File: src/rtl/core/compass_heading_calibrated_assert.svh
// assertion macros for the compass heading block
`ifndef COMPASS_HEADING_CALIBRATED_ASSERT_SVH
`define COMPASS_HEADING_CALIBRATED_ASSERT_SVH
`ifndef NO_ASSERTIONS
`define CHC_ASSERT_IMPL(label, a, c) \
  label: assert property (@(posedge clk) disable iff (rst) (a) |-> (c)) \
    else $error("assertion failed");
`define CHC_ASSERT_NEXT(label, a, c) \
  label: assert property (@(posedge clk) disable iff (rst) (a) |=> (c)) \
    else $error("assertion failed");
`else
`define CHC_ASSERT_IMPL(label, a, c)
`define CHC_ASSERT_NEXT(label, a, c)
`endif
`endif

File: src/rtl/core/chc_pkg.sv
`default_nettype none
package chc_pkg;
  localparam int ANG_LEN = 24;
  localparam logic [1:0] ST_OK = 2'd0;
  localparam logic [1:0] ST_YSPAN = 2'd1;
  localparam logic [1:0] ST_ZERO = 2'd2;
  localparam logic REQ_CAL = 1'b0;

  typedef struct packed {
    logic        ok;
    logic [1:0]  status;
    logic signed [17:0] x1;
    logic signed [33:0] y1;
  } job_t;

  function automatic logic [22:0] atan_lut(input logic [4:0] i);
    case (i)
      5'd0: atan_lut = 23'd2949120;
      5'd1: atan_lut = 23'd1740967;
      5'd2: atan_lut = 23'd919879;
      5'd3: atan_lut = 23'd466945;
      5'd4: atan_lut = 23'd234379;
      5'd5: atan_lut = 23'd117304;
      5'd6: atan_lut = 23'd58666;
      5'd7: atan_lut = 23'd29335;
      5'd8: atan_lut = 23'd14668;
      5'd9: atan_lut = 23'd7334;
      5'd10: atan_lut = 23'd3667;
      5'd11: atan_lut = 23'd1833;
      5'd12: atan_lut = 23'd917;
      5'd13: atan_lut = 23'd458;
      5'd14: atan_lut = 23'd229;
      5'd15: atan_lut = 23'd115;
      5'd16: atan_lut = 23'd57;
      5'd17: atan_lut = 23'd29;
      5'd18: atan_lut = 23'd14;
      5'd19: atan_lut = 23'd7;
      5'd20: atan_lut = 23'd4;
      5'd21: atan_lut = 23'd2;
      5'd22: atan_lut = 23'd1;
      default: atan_lut = 23'd0;
    endcase
  endfunction
endpackage
`default_nettype wire

File: src/rtl/core/chc_if.sv
`default_nettype none
interface chc_in_if;
  logic valid;
  logic ready;
  logic req_type;
  logic signed [15:0] mag_x;
  logic signed [15:0] mag_y;
  modport source (output valid, req_type, mag_x, mag_y, input ready);
  modport sink (input valid, req_type, mag_x, mag_y, output ready);
endinterface

interface chc_out_if;
  logic valid;
  logic ready;
  logic [12:0] heading;
  logic [2:0] sector;
  logic [1:0] status;
  modport source (output valid, heading, sector, status, input ready);
  modport sink (input valid, heading, sector, status, output ready);
endinterface
`default_nettype wire

File: src/rtl/core/chc_front.sv
`default_nettype none
// calibration tracking, scale division and centering; emits one job per heading request
module chc_front (
  input  wire logic clk,
  input  wire logic rst,
  chc_in_if.sink    in_ch,
  output chc_pkg::job_t job,
  output logic      job_valid,
  input  wire logic job_ready
);
  import chc_pkg::*;

  typedef enum logic [5:0] {
    F_IDLE = 6'b000001, F_PREP = 6'b000010, F_DIV = 6'b000100,
    F_MUL = 6'b001000, F_CLAMP = 6'b010000, F_OUT = 6'b100000
  } fstate_t;

  fstate_t state;
  logic signed [15:0] x_max, x_min, y_max, y_min, mx, my;
  logic signed [16:0] xbias, ybias;
  logic [15:0] dx, dy, half;
  logic [34:0] rem;
  logic [18:0] quo;
  logic [4:0] cnt;
  logic [17:0] scale;
  logic signed [18:0] cx, cy;
  logic signed [37:0] prod;
  logic signed [17:0] x1c;
  job_t jr;

  logic signed [16:0] sx, sy;
  logic [35:0] rem_sh;
  logic [19:0] rem_diff;
  logic q_bit;
  logic [34:0] rem_next;
  logic signed [37:0] lim;
  logic signed [18:0] hl;

  assign sx = 17'(x_max) + 17'(x_min);
  assign sy = 17'(y_max) + 17'(y_min);
  // remainder sits above the dividend bits still to be shifted in
  assign rem_sh = {rem, 1'b0};
  assign q_bit = rem_sh[35:16] >= {4'd0, dy};
  assign rem_diff = rem_sh[35:16] - {4'd0, dy};
  assign rem_next = q_bit ? {rem_diff[18:0], rem_sh[15:0]} : rem_sh[34:0];
  assign lim = 38'(half) <<< 16;
  assign hl = 19'(half);

  assign in_ch.ready = (state == F_IDLE);
  assign job = jr;
  assign job_valid = (state == F_OUT) && !jr.ok;

  always_ff @(posedge clk) begin
    if (rst) begin
      state <= F_IDLE;
      x_max <= '0; x_min <= '0; y_max <= '0; y_min <= '0;
    end else begin
      unique case (state)
        F_IDLE: if (in_ch.valid) begin
          mx <= in_ch.mag_x; my <= in_ch.mag_y;
          if (in_ch.req_type == REQ_CAL) begin
            if (in_ch.mag_x > x_max) x_max <= in_ch.mag_x;
            if (in_ch.mag_y > y_max) y_max <= in_ch.mag_y;
            if (in_ch.mag_x < x_min) x_min <= in_ch.mag_x;
            if (in_ch.mag_y < y_min) y_min <= in_ch.mag_y;
          end else state <= F_PREP;
        end
        F_PREP: begin
          // truncate toward zero
          xbias <= $signed(sx + 17'(sx[16])) >>> 1;
          ybias <= $signed(sy + 17'(sy[16])) >>> 1;
          dx <= 16'(17'(x_max) - 17'(x_min));
          dy <= 16'(17'(y_max) - 17'(y_min));
          half <= 16'((17'(x_max) - 17'(x_min)) >> 1);
          rem <= {19'd0, 16'(17'(x_max) - 17'(x_min))};
          quo <= '0; cnt <= '0;
          state <= F_DIV;
        end
        F_DIV: begin
          if (dy == 16'd0) begin
            jr <= '{ok: 1'b0, status: ST_YSPAN, x1: '0, y1: '0};
            state <= F_OUT;
          end else begin
            // restoring division of dx<<16 by dy, one quotient bit per cycle;
            // top quotient bit is sticky so overflow still saturates
            rem <= rem_next;
            quo <= {quo[18] | quo[17], quo[16:0], q_bit};
            if (cnt == 5'd31) begin
              state <= F_MUL;
            end
            cnt <= cnt + 5'd1;
          end
        end
        F_MUL: begin
          scale <= (quo > 19'h3FFFF) ? 18'h3FFFF : quo[17:0];
          cx <= 19'(mx) - 19'(xbias);
          cy <= 19'(my) - 19'(ybias);
          state <= F_CLAMP;
        end
        F_CLAMP: begin
          prod <= $signed({1'b0, scale}) * cy;
          x1c <= (cx > hl) ? 18'(hl) : (cx < -hl) ? 18'(-hl) : 18'(cx);
          state <= F_OUT;
          if (scale == 18'd0)
            jr <= '{ok: 1'b0, status: ST_ZERO, x1: '0, y1: '0};
          else jr.ok <= 1'b1;
        end
        F_OUT: begin
          if (jr.ok) begin
            jr.ok <= 1'b0;
            jr.x1 <= x1c;
            jr.y1 <= (prod > lim) ? 34'(lim) : (prod < -lim) ? 34'(-lim) : 34'(prod);
            jr.status <= ST_OK;
            if (x1c == 0 && ((prod > lim) ? lim : (prod < -lim) ? -lim : prod) == 0)
              jr.status <= ST_ZERO;
            state <= F_OUT;
          end else if (job_ready) state <= F_IDLE;
        end
        default: state <= F_IDLE;
      endcase
    end
  end
endmodule
`default_nettype wire

File: src/rtl/core/chc_queue.sv
`default_nettype none
// two-entry job queue between front and back
module chc_queue (
  input  wire logic clk,
  input  wire logic rst,
  input  chc_pkg::job_t wdata,
  input  wire logic wvalid,
  output logic      wready,
  output chc_pkg::job_t rdata,
  output logic      rvalid,
  input  wire logic rready
);
  import chc_pkg::*;
  job_t mem [2];
  logic wp, rp;
  logic [1:0] cnt;
  logic wr, rd;
  assign wready = cnt != 2'd2;
  assign rvalid = cnt != 2'd0;
  assign rdata = mem[rp];
  assign wr = wvalid && wready;
  assign rd = rvalid && rready;
  always_ff @(posedge clk) begin
    if (rst) begin
      wp <= 1'b0; rp <= 1'b0; cnt <= '0;
    end else begin
      if (wr) begin mem[wp] <= wdata; wp <= ~wp; end
      if (rd) rp <= ~rp;
      cnt <= cnt + 2'(wr) - 2'(rd);
    end
  end
endmodule
`default_nettype wire

File: src/rtl/core/chc_back.sv
`default_nettype none
// vectoring cordic and heading / sector formatting
module chc_back #(
  parameter int CORDIC_STEPS = 16
) (
  input  wire logic clk,
  input  wire logic rst,
  input  chc_pkg::job_t job,
  input  wire logic job_valid,
  output logic      job_ready,
  chc_out_if.source out_ch
);
  import chc_pkg::*;
  `include "compass_heading_calibrated_assert.svh"

  localparam int STEPS = (CORDIC_STEPS < ANG_LEN) ? CORDIC_STEPS : ANG_LEN;

  typedef enum logic [3:0] {
    B_IDLE = 4'b0001, B_ITER = 4'b0010, B_FIN = 4'b0100, B_OUT = 4'b1000
  } bstate_t;

  bstate_t state;
  logic signed [36:0] x, y;
  logic signed [27:0] ang;
  logic [4:0] i;
  logic [12:0] h_r;
  logic [2:0] s_r;
  logic [1:0] st_r;

  logic signed [36:0] xs, ys, jx, jy;
  logic signed [27:0] a2, af;
  logic [15:0] hr;
  logic [12:0] hm;

  // 45-degree sectors centered on each direction, north wraps around
  function automatic logic [2:0] sector_of(input logic [12:0] h);
    if (h < 13'd360) return 3'd0;
    if (h < 13'd1080) return 3'd1;
    if (h < 13'd1800) return 3'd2;
    if (h < 13'd2520) return 3'd3;
    if (h < 13'd3240) return 3'd4;
    if (h < 13'd3960) return 3'd5;
    if (h < 13'd4680) return 3'd6;
    if (h < 13'd5400) return 3'd7;
    return 3'd0;
  endfunction

  assign xs = x >>> i;
  assign ys = y >>> i;
  assign jx = 37'(job.x1) <<< 16;
  assign jy = 37'(job.y1);
  assign a2 = ang + 28'sd11796480;
  assign af = a2[27] ? 28'sd0 : a2;
  assign hr = 16'((af + 28'sd2048) >>> 12);
  assign hm = (hr >= 16'd5760) ? 13'(hr - 16'd5760) : 13'(hr);

  assign job_ready = (state == B_IDLE);
  assign out_ch.valid = (state == B_OUT);
  assign out_ch.heading = h_r;
  assign out_ch.sector = s_r;
  assign out_ch.status = st_r;

  always_ff @(posedge clk) begin
    if (rst) state <= B_IDLE;
    else begin
      unique case (state)
        B_IDLE: if (job_valid) begin
          st_r <= job.status;
          i <= '0;
          if (job.status != ST_OK) begin
            h_r <= '0; s_r <= '0; state <= B_OUT;
          end else begin
            if (jx < 0) begin
              x <= -jx; y <= -jy;
              ang <= (jy >= 0) ? 28'sd11796480 : -28'sd11796480;
            end else begin
              x <= jx; y <= jy; ang <= '0;
            end
            state <= B_ITER;
          end
        end
        B_ITER: begin
          if (y > 0) begin
            x <= x + ys; y <= y - xs; ang <= ang + 28'(atan_lut(i));
          end else begin
            x <= x - ys; y <= y + xs; ang <= ang - 28'(atan_lut(i));
          end
          if (32'(i) == STEPS - 1) state <= B_FIN;
          i <= i + 5'd1;
        end
        B_FIN: begin
          h_r <= hm;
          s_r <= sector_of(hm);
          state <= B_OUT;
        end
        B_OUT: if (out_ch.ready) state <= B_IDLE;
        default: state <= B_IDLE;
      endcase
    end
  end

  `CHC_ASSERT_IMPL(a_hdg_range, out_ch.valid, out_ch.heading < 13'd5760)
  `CHC_ASSERT_IMPL(a_bad_zero, out_ch.valid && out_ch.status != ST_OK, out_ch.heading == 13'd0)
  `CHC_ASSERT_NEXT(a_hold, out_ch.valid && !out_ch.ready, out_ch.valid && $stable(h_r))
endmodule
`default_nettype wire

File: src/rtl/core/compass_heading_calibrated.sv
// compass_heading_calibrated: hard-iron calibrated compass heading
// in_ch carries requests: req_type 0 is a calibration sample that widens
// the running x/y min and max and gives no result; req_type 1 is a heading
// request that yields one result on out_ch (heading in 1/16 degree,
// 8-way sector, status).
// flow: the front end takes a calibration request in its idle state; a heading
// request passes the front end (prepare, the x-span/y-span scale divider at one
// quotient bit per cycle, scale and centering, product and clamp, output)
// before its job enters the queue, then the back end runs the vectoring CORDIC,
// one rotation per cycle, and formats heading and sector.
// the front end takes a new request only after its last job is in the queue;
// the two-entry queue lets front and back overlap.
// reset: rst (synchronous) clears min/max state to zero and empties all
// stages.
// a stalled receiver holds the result; the queue fills and then the front
// end stops taking requests.
`default_nettype none
module compass_heading_calibrated #(
  parameter int CORDIC_STEPS = 16
) (
  input wire logic clk,
  input wire logic rst,
  chc_in_if.sink   in_ch,
  chc_out_if.source out_ch
);
  import chc_pkg::*;
  job_t fj, qj;
  logic fv, fr, qv, qr;

  // front: calibration and normalization
  chc_front u_front (.clk, .rst, .in_ch, .job(fj), .job_valid(fv), .job_ready(fr));
  // queue decouples divider from cordic
  chc_queue u_queue (.clk, .rst, .wdata(fj), .wvalid(fv), .wready(fr),
                     .rdata(qj), .rvalid(qv), .rready(qr));
  // back: angle computation
  chc_back #(.CORDIC_STEPS(CORDIC_STEPS)) u_back (.clk, .rst, .job(qj),
      .job_valid(qv), .job_ready(qr), .out_ch);
endmodule
`default_nettype wire

File: src/flat_wrapper.sv
// flat-port wrapper written by rule: the top's interface ports become plain ports
module compass_heading_calibrated_flat import chc_pkg::*;
#(
  parameter int CORDIC_STEPS = 16
)
  (clk, rst, in_ch_valid, in_ch_req_type, in_ch_mag_x, in_ch_mag_y, in_ch_ready, out_ch_valid, out_ch_heading, out_ch_sector, out_ch_status, out_ch_ready);
  chc_in_if in_ch_i ();
  chc_out_if out_ch_i ();
  input wire logic clk;
  input wire logic rst;
  input wire logic [$bits(in_ch_i.valid)-1:0] in_ch_valid;
  input wire logic [$bits(in_ch_i.req_type)-1:0] in_ch_req_type;
  input wire logic [$bits(in_ch_i.mag_x)-1:0] in_ch_mag_x;
  input wire logic [$bits(in_ch_i.mag_y)-1:0] in_ch_mag_y;
  output wire logic [$bits(in_ch_i.ready)-1:0] in_ch_ready;
  output wire logic [$bits(out_ch_i.valid)-1:0] out_ch_valid;
  output wire logic [$bits(out_ch_i.heading)-1:0] out_ch_heading;
  output wire logic [$bits(out_ch_i.sector)-1:0] out_ch_sector;
  output wire logic [$bits(out_ch_i.status)-1:0] out_ch_status;
  input wire logic [$bits(out_ch_i.ready)-1:0] out_ch_ready;
  assign in_ch_i.valid = in_ch_valid;
  assign in_ch_i.req_type = in_ch_req_type;
  assign in_ch_i.mag_x = in_ch_mag_x;
  assign in_ch_i.mag_y = in_ch_mag_y;
  assign in_ch_ready = in_ch_i.ready;
  assign out_ch_valid = out_ch_i.valid;
  assign out_ch_heading = out_ch_i.heading;
  assign out_ch_sector = out_ch_i.sector;
  assign out_ch_status = out_ch_i.status;
  assign out_ch_i.ready = out_ch_ready;
  compass_heading_calibrated #(.CORDIC_STEPS(CORDIC_STEPS)) u_core (.clk(clk), .rst(rst), .in_ch(in_ch_i), .out_ch(out_ch_i));
endmodule
File: config.mk
export PLATFORM = sky130hd
export DESIGN_NAME = compass_heading_calibrated_flat
export DESIGN_NICKNAME = d
export VERILOG_FILES = /design/src/rtl/core/chc_pkg.sv /design/src/rtl/core/chc_if.sv /design/src/rtl/core/chc_front.sv /design/src/rtl/core/chc_queue.sv /design/src/rtl/core/chc_back.sv /design/src/rtl/core/compass_heading_calibrated.sv /design/src/flat_wrapper.sv
export VERILOG_INCLUDE_DIRS = /design/src /design/src/rtl/core
export SDC_FILE = /design/constraint.sdc
export NUM_CORES = 2
export LEC_CHECK = 0
export BUFFER_PORTS_ARGS = -buffer_cell sky130_fd_sc_hd__buf_2
export CAP_MARGIN = 40
export CORE_MARGIN = 3
export CORE_UTILIZATION = 55
export DETAILED_ROUTE_END_ITERATION = 16
export GPL_TIMING_DRIVEN = 0
export PLACE_DENSITY_LB_ADDON = 0.1
export SLEW_MARGIN = 15
export SYNTH_ARGS = -nofsm -noshare
export SYNTH_HDL_FRONTEND = slang
export SYNTH_SLANG_ARGS = --single-unit
File: constraint.sdc
create_clock -name clk -period 9.5 [get_ports clk]
set_input_delay 1.9 -clock clk [delete_from_list [all_inputs] [get_ports clk]]
set_output_delay 1.9 -clock clk [all_outputs]
set_load 0.01 [all_outputs]
==> summary.txt <==
Drt initial violations -> 4024
TritonCTS buffer count -> 76
FF+latch count, synth -> 650
Fin Setup TNS -> 0 ps
Commonest non-fill, non-tap cell in the layout -> inv_1
Clk sink count -> 650
Slew headroom -> 0.328
Crit path largest cell delay -> 710 ps
CP Capture Type -> flip-flop
Status -> finished clean
DIE HEIGHT -> 329 um
Reg area -> 18500 um2
H-tree levels -> 3
Vias/cell -> 6.09
DRC errors left -> 0
DP Worst Slack -> 38.7 ps
Clk pin slew, worst setup/hold paths -> 60 ps
Ys Warns -> 0
Static Leak -> 0.0261 uW
Hold Crit Class -> reg2reg
Worst setup margin -> 288 ps
Post-CTS Resized -> 0
Total Nets Final -> 6951
Io pins -> 57
Fmax -> 0.109 GHz
Syn Area/Cell -> 9.64 um2
Total power -> 16500 uW
Synth Flop Type -> edfxtp_1
Cell mode on critical path -> clkbuf_1
Post-route clock skew -> 43.5 ps
Final hold slack -> 440 ps
VDD IR max -> 295 uV
Vias -> 46300
CP Data Required Time -> 9910 ps
Fin crit share -> 0.970
Setup Buffers After CTS -> 0
Synthesized cell area -> 57400 um2
Routability cong. -> 1.04
Routed WL per cell -> 23.2 um
Crit path launch type -> flip-flop
Worst Tran Pin Value -> 1010 ps
CTS Buffer Depth -> 3
Starting Density -> 0.559
Sequential area share after synthesis -> 0.322
Post-synthesis cell type count -> 96
Final HPWL DP -> 142 mm
Crit path max fanout -> 10
Hold Vio Cnt, Final -> 0
Post-Syn Nets -> 6738
Filler cells -> 8790
Total grt overflow -> 0
First-pass GRT wire length -> 269 mm
Worst-skew pair later-pin latency -> 660 ps
Unrepaired setup endpoints after global routing -> false
Final setup violation count -> 0
Crit path time final -> 9210 ps
Area growth from synthesis to final layout -> 9.61%
Total GRT Usage -> 0.325
Clk root buf -> clkbuf_16
Row cnt -> 117
Slowest CP cell -> clkbuf_1
CTS tree -> built
Port Buffers -> 55
Die Wd -> 329 um
Area of the multi-input gates -> 35900 um2
CP Data Arrival Time -> 9620 ps
FFs w/ async S/R, synth -> 0
Critical Setup Path Class -> reg2reg
Post-Synthesis Cells -> 5956
Maxcap violations -> 0
Die Area -> 108000 um2
Core area -> 103000 um2
Final ANT Viol Nets -> 0
Largest net degree at the start of global routing -> 28
Fin. max-slew vios -> 0
First drt pass iteration count -> 6
Initial antenna violation count -> 6
Post-synth EDFFs -> 549
CTS Hold Bufs -> 0
Vias in the first global route -> 45300
Most frequent cells in the layout -> 553 x inv_1, 549 x edfxtp_1, 498 x nand2_1
Pwr/cell area -> 262 nW/um2
DRT Wirelength -> 177 mm
Layout cells sized above 1 -> 0.0810
==> layout make-up <==
type                            instances  share of cell area
Antenna cell                            5            0.000199
Buffer                                237              0.0154
Clock buffer                           98              0.0340
Clock inverter                         43             0.00774
Inverter                              555              0.0331
Multi-Input combinational cell       4514               0.571
Sequential cell                       650               0.294
Tap cell                             1368              0.0272
Timing Repair Buffer                  135              0.0173
==> path summary, 6_finish.rpt <==
path	cells past startpoint	to	slack, ps	startpoint
min	0	u_core.u_queue.mem[0][22]$_DFFE_PP_	440	u_core.u_front.job[22]$_SDFFCE_PP0P_
max reg2reg	28	u_core.u_back.x[36]$_DFFE_PP_	290	u_core.u_back.i[4]$_DFFE_PP_
min reg2reg	0	u_core.u_queue.mem[0][22]$_DFFE_PP_	440	u_core.u_front.job[22]$_SDFFCE_PP0P_
max	28	u_core.u_back.x[36]$_DFFE_PP_	290	u_core.u_back.i[4]$_DFFE_PP_
==> stage by stage <==
stage | instance area [um2] | instances | utilization
CTS | 62900 | 7597 | 0.613
global placement | 59400 | 7379 | 0.579
floorplan | 57400 | 5956 | -
detailed placement | 60200 | 7456 | 0.587
global route | 62900 | 7600 | 0.613
finish | 62900 | 7605 | 0.613
==> critical path: cells and delay by family, from the launching register on <==
family / cells / cell delay [ps]
AO/OA/AOI/OAI: 5 / 1440
XOR/XNOR: 2 / 310
buffers and inverters: 9 / 3280
flip-flops: 1 / 350
adder cells (fa/ha/maj): 2 / 590
AND/OR/NAND/NOR: 10 / 2970
==> synth_stat cells (17+ instances only) <==
cell type,instances,share of area
o21a_1,59,0.0077
ha_1,496,0.11
clkbuf_1,179,0.012
nand3_1,82,0.0071
edfxtp_1,549,0.29
and2_1,223,0.024
nor2b_1,64,0.0070
or2_2,34,0.0037
mux2i_1,216,0.038
a21boi_0,27,0.0035
a21oi_1,296,0.026
nor4_1,52,0.0057
o31ai_1,36,0.0047
o22ai_1,20,0.0022
nand2_1,498,0.033
dfxtp_1,101,0.035
o21ai_0,294,0.026
inv_1,553,0.036
xnor2_1,233,0.036
fa_1,249,0.087
buf_1,30,0.0020
mux2_2,63,0.012
and3_1,48,0.0052
nor3b_1,20,0.0026
a211oi_1,38,0.0050
a21o_1,96,0.013
a22oi_1,20,0.0026
xor2_1,138,0.021
buf_2,17,0.0015
a31oi_1,55,0.0060
nor3_1,140,0.012
o211ai_1,25,0.0033
o21bai_1,24,0.0031
nand2b_1,69,0.0075
mux4_2,91,0.036
nand4_1,33,0.0036
nor2_1,498,0.033
or3_1,39,0.0043
==> layer usage <==
layer / GRT usage / part of all wire
met2: 0.539 / 0.47
met1: 0.416 / 0.41
met5: 0 / 0.000017
met3: 0.0555 / 0.069
met4: 0.150 / 0.050
==> power by group <==
| group | internal, uW | switching, uW |
|---|---|---|
| Combinational | 3730 | 5840 |
| Clock | 1800 | 1250 |
| Sequential | 3510 | 326 |
==> state kept, by name, summed over array words and instances (netlist names), 18 cells and up, named ones only <==
| register | flops |
|---|---|
| u_core.u_front.rem | 35 |
| u_core.u_front.quo | 19 |
| u_core.u_queue.mem | 108 |
| u_core.u_front.x1c | 18 |
| u_core.u_back.x | 37 |
| u_core.u_back.ang | 28 |
| u_core.u_front.job | 55 |
| u_core.u_front.scale | 18 |
| u_core.u_back.y | 37 |
| u_core.u_front.prod | 36 |
==> cells by family after synthesis <==
kind of cell / count (synthesis) / share of synthesized area
AND/OR/NAND/NOR: 1878 / 0.160
AO/OA/AOI/OAI: 1143 / 0.126
buffers and inverters: 792 / 0.0532
adder cells (fa/ha/maj): 749 / 0.196
flip-flops: 650 / 0.322
multiplexers: 373 / 0.0863
XOR/XNOR: 371 / 0.0566
Power figures use the tool's default switching activity.
